`config.mk`:
```
export PLATFORM = sky130hd
export DESIGN_NAME = rfb_ctrl
export DESIGN_NICKNAME = d
export VERILOG_FILES = /design/src/rtl/rfb_pkg.sv /design/src/rtl/rfb_ctrl.sv
export SDC_FILE = /design/constraint.sdc
export NUM_CORES = 1
export LEC_CHECK = 0
export ABC_AREA = 0
export BUFFER_PORTS_ARGS = -buffer_cell sky130_fd_sc_hd__buf_2
export CAP_MARGIN = 30
export CORE_AREA = 4 4 48 50
export DETAILED_ROUTE_END_ITERATION = 10
export DIE_AREA = 0 0 52 54
export GPL_TIMING_DRIVEN = 0
export PLACE_DENSITY_LB_ADDON = 0.05
export RECOVER_POWER = 100
export SETUP_SLACK_MARGIN = 0.1
export SLEW_MARGIN = 15
export SYNTH_ARGS = -nofsm -noshare
export SYNTH_HDL_FRONTEND = slang
export SYNTH_SLANG_ARGS = --single-unit
```
`constraint.sdc`:
```
create_clock -name clk -period 1.5 [get_ports clk]
set_input_delay 0.075 -clock clk [delete_from_list [all_inputs] [get_ports clk]]
set_output_delay 0.075 -clock clk [all_outputs]
set_load 0.02 [all_outputs]
```
`src/rtl/rfb_pkg.sv`:
```
`timescale 1ns / 1ps
// ----------------------------------------------------------------------------
// Rectangle fill and blend engine package
// Sizes, command codes, the state type, the controller/datapath command and
// status structs, and the shared pixel arithmetic.
// ----------------------------------------------------------------------------
package rfb_pkg;

  // Frame store geometry.
  localparam int MAX_WIDTH  = 64;
  localparam int MAX_HEIGHT = 64;
  localparam int DEPTH      = MAX_WIDTH * MAX_HEIGHT;
  localparam int ADDR_W     = $clog2(DEPTH);
  localparam int PIX_W      = 32;

  // Canvas registers and pixel coordinates.
  localparam int CANVAS_W = 7;
  localparam int COORD_W  = CANVAS_W;
  localparam logic [CANVAS_W-1:0] CANVAS_RESET = 7'd64;

  // Configuration register indexes.
  localparam logic REG_CANVAS_WIDTH  = 1'b0;
  localparam logic REG_CANVAS_HEIGHT = 1'b1;

  // Command codes.
  localparam logic [1:0] CMD_CLEAR = 2'd0;
  localparam logic [1:0] CMD_FILL  = 2'd1;
  localparam logic [1:0] CMD_READ  = 2'd2;

  // What a pixel operation writes back.
  typedef enum logic [1:0] {
    MODE_ZERO,
    MODE_CLEAR,
    MODE_BLEND
  } pix_mode_t;

  typedef enum logic [3:0] {
    ST_INIT,
    ST_INIT_DRAIN,
    ST_IDLE,
    ST_PREP1,
    ST_PREP2,
    ST_WALK,
    ST_DRAIN,
    ST_READ,
    ST_RD_DATA,
    ST_FINISH
  } state_t;

  // Controller to datapath.
  typedef struct packed {
    logic      load;
    logic      issue;
    pix_mode_t mode;
    logic      init_sel;
    logic      rd_sel_read;
    logic      capture;
    logic      load_out;
  } dp_cmd_t;

  // Datapath to controller.
  typedef struct packed {
    logic [1:0] cmd;
    logic       region_empty;
    logic       walk_last;
    logic       init_last;
    logic       pipe_busy;
  } dp_sts_t;

  // Exact floor(v / 255) for v up to 255 * 255.
  function automatic logic [7:0] div255(input logic [15:0] v);
    logic [16:0] t;
    t = {1'b0, v} + 17'(v[15:8]) + 17'd1;
    return t[15:8];
  endfunction

  // Unsigned add saturating at 255.
  function automatic logic [7:0] sat_add(input logic [7:0] a, input logic [7:0] b);
    logic [8:0] s;
    s = {1'b0, a} + {1'b0, b};
    return s[8] ? 8'hFF : s[7:0];
  endfunction

  // Word address of the pixel at column x, row y.
  function automatic logic [ADDR_W-1:0] pix_addr(input logic [COORD_W-1:0] y,
                                                 input logic [COORD_W-1:0] x);
    return ADDR_W'(int'(y) * MAX_WIDTH + int'(x));
  endfunction

endpackage

```
`src/rtl/rfb_ctrl.sv`:
```
`timescale 1ns / 1ps
// ----------------------------------------------------------------------------
// Rectangle fill and blend controller
// Sequences the clearing pass, item capture, source premultiply, the pixel
// walk, pipeline drain, pixel read and the output handshake.
// ----------------------------------------------------------------------------
module rfb_ctrl import rfb_pkg::*; (
  input  logic    clk,
  input  logic    rst,
  input  logic    in_valid,
  output logic    in_stall,
  output logic    out_valid,
  input  logic    out_stall,
  input  dp_sts_t sts,
  output dp_cmd_t cmd
);

  state_t state;
  state_t state_next;

  // State register.
  always_ff @(posedge clk) begin
    if (rst) begin
      state <= ST_INIT;
    end else begin
      state <= state_next;
    end
  end

  // Next state.
  always_comb begin
    state_next = state;
    case (state)
      ST_INIT: begin
        if (sts.init_last) state_next = ST_INIT_DRAIN;
      end
      ST_INIT_DRAIN: begin
        if (!sts.pipe_busy) state_next = ST_IDLE;
      end
      ST_IDLE: begin
        if (in_valid) state_next = ST_PREP1;
      end
      ST_PREP1: state_next = ST_PREP2;
      ST_PREP2: begin
        case (sts.cmd)
          CMD_CLEAR, CMD_FILL: state_next = sts.region_empty ? ST_FINISH : ST_WALK;
          CMD_READ:            state_next = ST_READ;
          default:             state_next = ST_FINISH;
        endcase
      end
      ST_WALK: begin
        if (sts.walk_last) state_next = ST_DRAIN;
      end
      ST_DRAIN: begin
        if (!sts.pipe_busy) state_next = ST_FINISH;
      end
      ST_READ:    state_next = ST_RD_DATA;
      ST_RD_DATA: state_next = ST_FINISH;
      ST_FINISH: begin
        if (!out_valid || !out_stall) state_next = ST_IDLE;
      end
      default: state_next = ST_INIT;
    endcase
  end

  // Datapath commands and the input handshake.
  always_comb begin
    in_stall        = 1'b1;
    cmd.load        = 1'b0;
    cmd.issue       = 1'b0;
    cmd.mode        = (sts.cmd == CMD_CLEAR) ? MODE_CLEAR : MODE_BLEND;
    cmd.init_sel    = 1'b0;
    cmd.rd_sel_read = 1'b0;
    cmd.capture     = 1'b0;
    cmd.load_out    = 1'b0;
    case (state)
      ST_INIT: begin
        cmd.issue    = 1'b1;
        cmd.init_sel = 1'b1;
        cmd.mode     = MODE_ZERO;
      end
      ST_IDLE: begin
        in_stall = 1'b0;
        cmd.load = in_valid;
      end
      ST_WALK:    cmd.issue       = 1'b1;
      ST_READ:    cmd.rd_sel_read = 1'b1;
      ST_RD_DATA: cmd.capture     = 1'b1;
      ST_FINISH:  cmd.load_out    = !out_valid || !out_stall;
      default: ;
    endcase
  end

  // Output valid: set when a result is loaded, cleared when it is taken.
  always_ff @(posedge clk) begin
    if (rst) begin
      out_valid <= 1'b0;
    end else if (cmd.load_out) begin
      out_valid <= 1'b1;
    end else if (!out_stall) begin
      out_valid <= 1'b0;
    end
  end

`ifndef SYNTH
  // All pixel writes of an item are done before its result is loaded.
  a_finish_drained: assert property (@(posedge clk) disable iff (rst)
    cmd.load_out |-> !sts.pipe_busy)
    else $error("result loaded with writes still in flight");

  // A new item is taken only with the blend pipeline empty.
  a_accept_drained: assert property (@(posedge clk) disable iff (rst)
    in_valid && !in_stall |-> !sts.pipe_busy)
    else $error("item accepted with pipeline busy");

  // No result appears during the clearing pass.
  a_init_no_result: assert property (@(posedge clk) disable iff (rst)
    state == ST_INIT |-> !out_valid)
    else $error("result valid during clearing pass");
`endif

endmodule

```
* Word level (Yosys, flattened, before mapping)
Index checks and enable logic that the tools add are counted. W data, S select, Z words.
Cells by class: reduce and logical (&&, ||, !) cells 8, mux-type cells 19, equal/unequal tests 18
Operators with widths (count):
- $pmux W4 S10 | 1
- $mux W4 | 7
- $eq A4 B3 Y1 const B | 4
- $ne A2 B2 Y1 const B | 6
- $eq A4 B2 Y1 const B | 2
- $eq A4 B4 Y1 const B | 2
- $mux W1 | 8
- $pmux W4 S2 | 1
- $reduce_and A6 Y1 | 1
- $eq A4 B1 Y1 const B | 1
- $logic_not A4 Y1 | 1
- $reduce_or A2 Y1 | 2
- $mux W3 | 1
- $eq A2 B1 Y1 const B | 1
- $eq A2 B2 Y1 const B | 1
- $logic_not A1 Y1 | 2
- $logic_not A2 Y1 | 1
- $mux W2 | 1
- $ne A2 B1 Y1 const B | 1
- $logic_or A1 B1 Y1 | 1
Storage, ports and cells: logic and storage cells 47, input bits 10, bits in registers 5, output and inout bits 10

* Depth between registers and ports, before layout
Gate-level depths: netlist (run 1).
word-level depth 4, gate-level depth with buffers 5, depth with buffers taken out 4

* Least setup slack after synthesis (run 1)
Ideal clock, no wire load.
path kind reg2reg, start register state[2], end register state[3], cell stages (with the launch flop) 5, data required time 1.420 ns, buffers on the path 0, arrival 1.408 ns, setup time 0.080 ns, path slack 0.013 ns, period minus slack after synthesis 1.487 ns, path through dfxtp_1 or2_4 nor3_1 a311oi_1 a211oi_2
Between the ends: word-level cells in the longest chain between the ends 3, elaborated cells between the ends (all ways) 18, those cells by class eq/ne: 15; mux: 1; reduce/logical: 2
RTL lines:
- start, declared | line rfb_ctrl.sv:18 | state_t state;
- start signal, assigned | line rfb_ctrl.sv:26 | state <= state_next;
- $eq A4 B4 Y1 (tied with other cells) | line rfb_ctrl.sv:33 | case (state)
- $ne A2 B2 Y1 (no line)
- $reduce_and A6 Y1 (no line)
Parallel ways exist; a longest one is shown, timed or not. A chain may end at the register's enable or synchronous reset.

==> results.py, run 1 <==
metrics = {
    "critical_path": {
        "critPathRequiredTime_ns": 1.42,
        "critical_path.endpoint_type": "primary output",
        "cp.arrival_ns": 1.31,
        "critPathLaunchType": "register",
        "slowest_delay_ns": 0.34,
        "slowest_stage": "dfxtp_4",
        "worstSetupPathType": "reg2out",
        "cp_num_buf_inv": 2,
        "crit_fanout": 3,
        "path_delay_family": "simple AND/OR/NAND/NOR gates",
        "crit_chain": "or2_4, buf_4, nor3_2, clkbuf_2",
    },
    "sta": {
        "hold_viol": 0,
        "slew_violations": 0,
        "fin_tns_setup_ns": 0,
        "tightest_slew_ns": 0.2541,
        "post-route-min-period_ns": 1.387,
        "setup_viol": 0,
        "rsz0062_at_grt": "yes",
        "relSlewSlack_pct": 82.95,
        "layout_setup_ws_ns": 0.1126,
        "max_freq_mhz": 720.8,
        "fin_crit_sh_pct": 92.49,
        "fin_worst_skew_ns": 0.003175,
    },
    "global_route": {
        "overflow": 0,
        "busiest_layer": "met2",
        "met1_usage_pct": 11.80,
        "antenna_found_initial": 0,
        "global_route.usage.met2_pct": 19.25,
        "first_global_vias": 505,
        "grt_use_met3_pct": 1.108,
        "grt_usage_pct": 10.43,
        "grt_max_degree": 11,
        "grt_pass1_wl_mm": 2.159,
    },
    "clock_network": {
        "path_clk_slew_ns": 0.04,
        "clockBufferDepth": 2,
        "clockRootBuffer": "clkbuf_4",
        "h-tree-depth": 1,
        "clock_latency_ns": 0.24,
        "numCtsBuffers": 3,
        "cts_tree": "done",
        "numClockSinks": 5,
        "hold_buffers": 0,
    },
    "placed_design": {
        "place_ws_ns": 0.1040,
        "place_area_sq_um": 681.9,
        "dp_hpwl_mm": 1.058,
        "dp.cells": 107,
        "gp_congestion": 0.6738,
        "port_buffers": 19,
    },
    "outcome": {
        "outcome": "complete, no violations",
    },
    "cells_and_area": {
        "area_growth_syn_to_layout_pct": 43.09,
        "final_cell_area_sq_um": 777.0,
        "final_cells": 115,
        "final_cell_mix": "11 x buf_2, 7 x nor2_1",
        "final_common_cell": "buf_2",
        "nets": 99,
        "final_util_pct": 40.86,
        "antenna_cells": 0,
        "drive_gt1_share_pct": 54.55,
    },
    "yosys": {
        "ys_seq_elements": 5,
        "synthDistinctLibCells": 34,
        "ys_seq_area_share_pct": 18.43,
        "yosysWarnings": 0,
        "syn_nets": 71,
        "synth_area_per_cell_sq_um": 8.902,
        "postSynthCellCount": 61,
        "netlist_area_sq_um": 543.0,
    },
    "detailed_routing": {
        "vias_per_cell": 4.539,
        "ant_nets": 0,
        "drtPass1Iterations": 5,
        "drc": 0,
        "wl_per_cell_um": 12.06,
        "finalWirelength_mm": 1.387,
        "drtIter0Drc": 9,
        "route.vias.total": 522,
    },
    "die": {
        "rows": 16,
        "initial_core_util_pct": 28.55,
        "core_sq_um": 1902,
        "fp.dieW_um": 52,
        "die_area_sq_um": 2808,
        "io_pins": 20,
        "die_y_um": 54,
    },
    "flow_run": {
        "maxCapViolations": 0,
    },
    "power_and_ir_drop": {
        "p_leak_nw": 0.3008,
        "irDropWorstVdd_v": 0.0006593,
        "power.density_nw_per_um2": 1879,
    },
    "hold_path": {
        "worstHoldPathType": "in2reg",
    },
}
==> layer usage <==
layer | part of all wire, % | vias up | routed length [um]
met5 | 0 | - | 0
met4 | 0 | 0 | 0
met3 | 2.7 | 0 | 38
met2 | 51 | 8 | 708
met1 | 46 | 241 | 639
li1 | - | 273 | -
==> what timing repair did <==
item,in CTS,in global routing
setup endpoints to repair,6,9
buffers inserted,0,4
gates resized for setup,5,8
pin swaps,1,4
gates cloned,0,0
==> metrics by stage <==
step                hold slack (ns)  power, mW
finish                      0.07991      1.460
global route                 0.1147      1.561
CTS                         0.08501      1.340
detailed placement           0.3478      1.117
global placement             0.3455      1.116
floorplan                    0.1396     0.9071
==> final cells by class <==
type	instances	area, sq um
inverter	2	7.507
buffer	4	45.04
multi-input combinational	50	419.2
tap	27	33.78
clock buffer	4	26.28
timing repair buffer	23	136.4
fill	207	1125
sequential	5	108.9
==> worst register-to-register path, delay by kind of cell (launching register included) <==
| kind | cells | cell delay [ns] |
|---|---|---|
| flops | 1 | 0.34 |
| compound gates | 2 | 0.47 |
| simple gates | 1 | 0.26 |
| mux | 1 | 0.23 |
==> kinds of logic (layout without fill, tap and decap cells) <==
group | Yosys count | in the layout | share of synthesized area (%)
and+or+nand+nor | 30 | 30 | 35.03
AOI/OAI and AO/OA | 16 | 16 | 30.42
buffers and inverters | 6 | 33 | 8.523
DFF | 5 | 5 | 18.43
muxes | 4 | 4 | 7.604
==> power by group <==
group	switching [mW]	total, mW	leakage [nW]	internal [mW]
combinational	0.540	1.09	0.243	0.548
sequential	0.0358	0.217	0.0425	0.181
clock	0.0538	0.154	0.0150	0.100
==> registers in the layout, indices dropped and copies added (netlist names) <==
register	cells
out_valid	1
state	4
==> worst paths after layout <==
kind / cells past startpoint / slack [ns] / start / end
setup / recovery: 4 / 0.11 / state[0]$_SDFFE_PP0P_ / cmd[1]
hold reg to reg: 2 / 0.52 / out_valid$_SDFFE_PP0P_ / out_valid$_SDFFE_PP0P_
hold / removal: 2 / 0.08 / rst / out_valid$_SDFFE_PP0P_
setup reg to reg: 4 / 0.12 / state[0]$_SDFFE_PP0P_ / state[0]$_SDFFE_PP0P_
==> cell usage after synthesis (all sizes together) <==
master   instances  area (sq um)
nand2b           4         32.53
nand2            5         18.77
mux2             1         11.26
dfxtp            5         100.1
and4bb           1         16.27
nor2b            2         15.02
a211o            1         8.760
o21bai           1         7.510
a211oi           1         12.51
mux2i            3         30.03
and3b            1         10.01
or2              3         23.78
and2b            1         8.760
o2111a           1         11.26
o21ai            3         15.01
inv              2         7.500
a311oi           1         8.760
o22a             1         17.52
and3             1         6.260
o221ai           2         35.04
a31oi            1         6.260
buf              4         38.78
nor3             2         10.01
a21oi            3         15.01
nand4bb          1         11.26
or2b             1         7.510
nor2             8         30.03
a41oi            1         27.53
Note: power is estimated with default switching activity, not from simulation.
==> run 2: changes to the inputs <==
CORE_AREA = 4 4 41 43   (was 4 4 48 50)
DIE_AREA = 0 0 45 47   (was 0 0 52 54)
SKIP_LAST_GASP = 1   (was not set)
==> run 2 against run 1 <==
  * Die area decreased by 25%
  * Non-clock buffer count decreased by 1
  * Critical path type is now reg2reg
  * Fmax decreased by 1.3%
  * Hold slack improved by 0.0057 ns
==> results.py, run 2 (synthesized netlist as in run 1, its figures left out) <==
metrics = {
    "sta": {
        "setup_viol": 0,
        "layout_setup_ws_ns": 0.09468,
        "hold_viol": 0,
        "fin_worst_skew_ns": 0.002720,
        "rsz0062_at_grt": "yes",
        "fin_tns_setup_ns": 0,
        "slew_violations": 0,
        "fin_crit_sh_pct": 93.69,
        "post-route-min-period_ns": 1.405,
        "relSlewSlack_pct": 80.23,
        "max_freq_mhz": 711.6,
        "tightest_slew_ns": 0.2945,
    },
    "global_route": {
        "first_global_vias": 494,
        "grt_usage_pct": 12.73,
        "antenna_found_initial": 0,
        "grt_max_degree": 11,
        "grt_pass1_wl_mm": 2.021,
        "overflow": 0,
    },
    "detailed_routing": {
        "vias_per_cell": 5.333,
        "drtPass1Iterations": 4,
        "wl_per_cell_um": 12.70,
        "drtIter0Drc": 7,
        "route.vias.total": 544,
        "finalWirelength_mm": 1.295,
        "drc": 0,
        "ant_nets": 0,
    },
    "critical_path": {
        "rrSetupSlack_ns": 0.09,
        "rr_endpoint": "state[2]$_SDFFE_PP0P_",
        "worstSetupPathType": "reg2reg",
        "crit_chain": "or2_4, o22a_2, o221ai_4, mux2i_1",
        "cp.arrival_ns": 1.55,
        "critPathRequiredTime_ns": 1.65,
        "reg2reg_from": "state[2]$_SDFFE_PP0P_",
        "slowest_stage": "dfxtp_2",
        "critical_path.endpoint_type": "register",
        "r2r_cells": 4,
        "slowest_delay_ns": 0.34,
        "critPathLaunchType": "register",
        "crit_fanout": 5,
    },
    "die": {
        "rows": 13,
        "die_area_sq_um": 2115,
        "io_pins": 20,
        "die_y_um": 47,
        "core_sq_um": 1301,
        "fp.dieW_um": 45,
        "initial_core_util_pct": 41.73,
    },
    "placed_design": {
        "place_ws_ns": 0.1025,
        "place_area_sq_um": 666.9,
        "gp_congestion": 0.7198,
        "port_buffers": 19,
        "dp_hpwl_um": 963.6,
    },
    "cells_and_area": {
        "antenna_cells": 0,
        "final_cell_mix": "10 x buf_2, 7 x nor2_1, 7 x clkbuf_1",
        "final_cell_area_sq_um": 738.2,
        "area_growth_syn_to_layout_pct": 35.94,
        "drive_gt1_share_pct": 49.43,
        "regMostFlops": "state",
        "largest_reg_flops": 4,
        "final_common_cell": "buf_2",
        "reg_top3": "state (4), out_valid (1)",
        "nets": 98,
    },
    "clock_network": {
        "numCtsBuffers": 3,
        "hold_buffers": 0,
        "path_clk_slew_ns": 0.04,
        "cts_tree": "done",
        "h-tree-depth": 1,
        "clock_latency_ns": 0.24,
        "clockRootBuffer": "clkbuf_4",
        "numClockSinks": 5,
        "clockBufferDepth": 2,
    },
    "power_and_ir_drop": {
        "power.density_nw_per_um2": 1901,
        "p_leak_nw": 0.2849,
        "fin_total_pwr_mw": 1.403,
        "irDropWorstVdd_v": 0.0008552,
    },
    "hold_path": {
        "hp-start": "rst",
        "worstHoldPathType": "in2reg",
        "holdPathEnd": "state[3]$_SDFFE_PP0P_",
        "hold_depth": 2,
    },
    "flow_run": {
        "maxCapViolations": 0,
    },
    "outcome": {
        "outcome": "complete, no violations",
    },
}
run 2: how the worst max path moves through the flow:
stage	endpoint	slack, ns	cells past startpoint	startpoint
after floorplan	cmd[5]	0.07	4	state[1]$_SDFFE_PP0P_
after global placement	state[2]$_SDFFE_PP0P_	0.12	5	state[2]$_SDFFE_PP0P_
after CTS	cmd[5]	0.09	5	state[1]$_SDFFE_PP0P_
after global routing	cmd[7]	0.04	4	state[1]$_SDFFE_PP0P_
after detailed placement	state[2]$_SDFFE_PP0P_	0.10	4	state[2]$_SDFFE_PP0P_
final	state[2]$_SDFFE_PP0P_	0.09	4	state[2]$_SDFFE_PP0P_
run 2: layer usage:
layer / wire (um) / track usage [%]
met1: 587 / 15.03
met2: 659 / 23.45
met3: 33 / 2.299
met4: 14 / 3.509
met5: 0 / 0
run 2: final cells by class:
class,instances,area [sq um]
fill,135,563.0
multi-input combinational,50,425.4
timing repair buffer,22,112.6
inverter,2,7.507
sequential,5,102.6
clock buffer,4,26.28
tap,15,18.77
buffer,4,45.04
run 2: metrics by stage:
step	std cells	utilization, %	hold WS, ns
after CTS	99	54.23	0.08291
after global routing	102	56.73	0.08982
after floorplan	61	-	0.1396
after detailed placement	95	51.25	0.3338
after global placement	95	51.25	0.3334
final	102	56.73	0.08561
run 2: power by group:
group | leakage, nW | internal (mW) | switching [mW]
clock network | 0.0150 | 0.100 | 0.0514
registers | 0.0416 | 0.172 | 0.0445
logic | 0.228 | 0.496 | 0.539
run 2: timing repair:
action,in CTS,in global routing
pin swaps,1,3
resized for setup,4,6
endpoints found under the hold margin,0,0
setup endpoints to repair,6,8
setup buffers,0,3
run 2: critical path, delay by kind of cell, from the launching register on:
| kind | cells | cell delay [ns] |
|---|---|---|
| mux | 1 | 0.23 |
| simple gates | 1 | 0.29 |
| flops | 1 | 0.34 |
| compound gates | 2 | 0.46 |
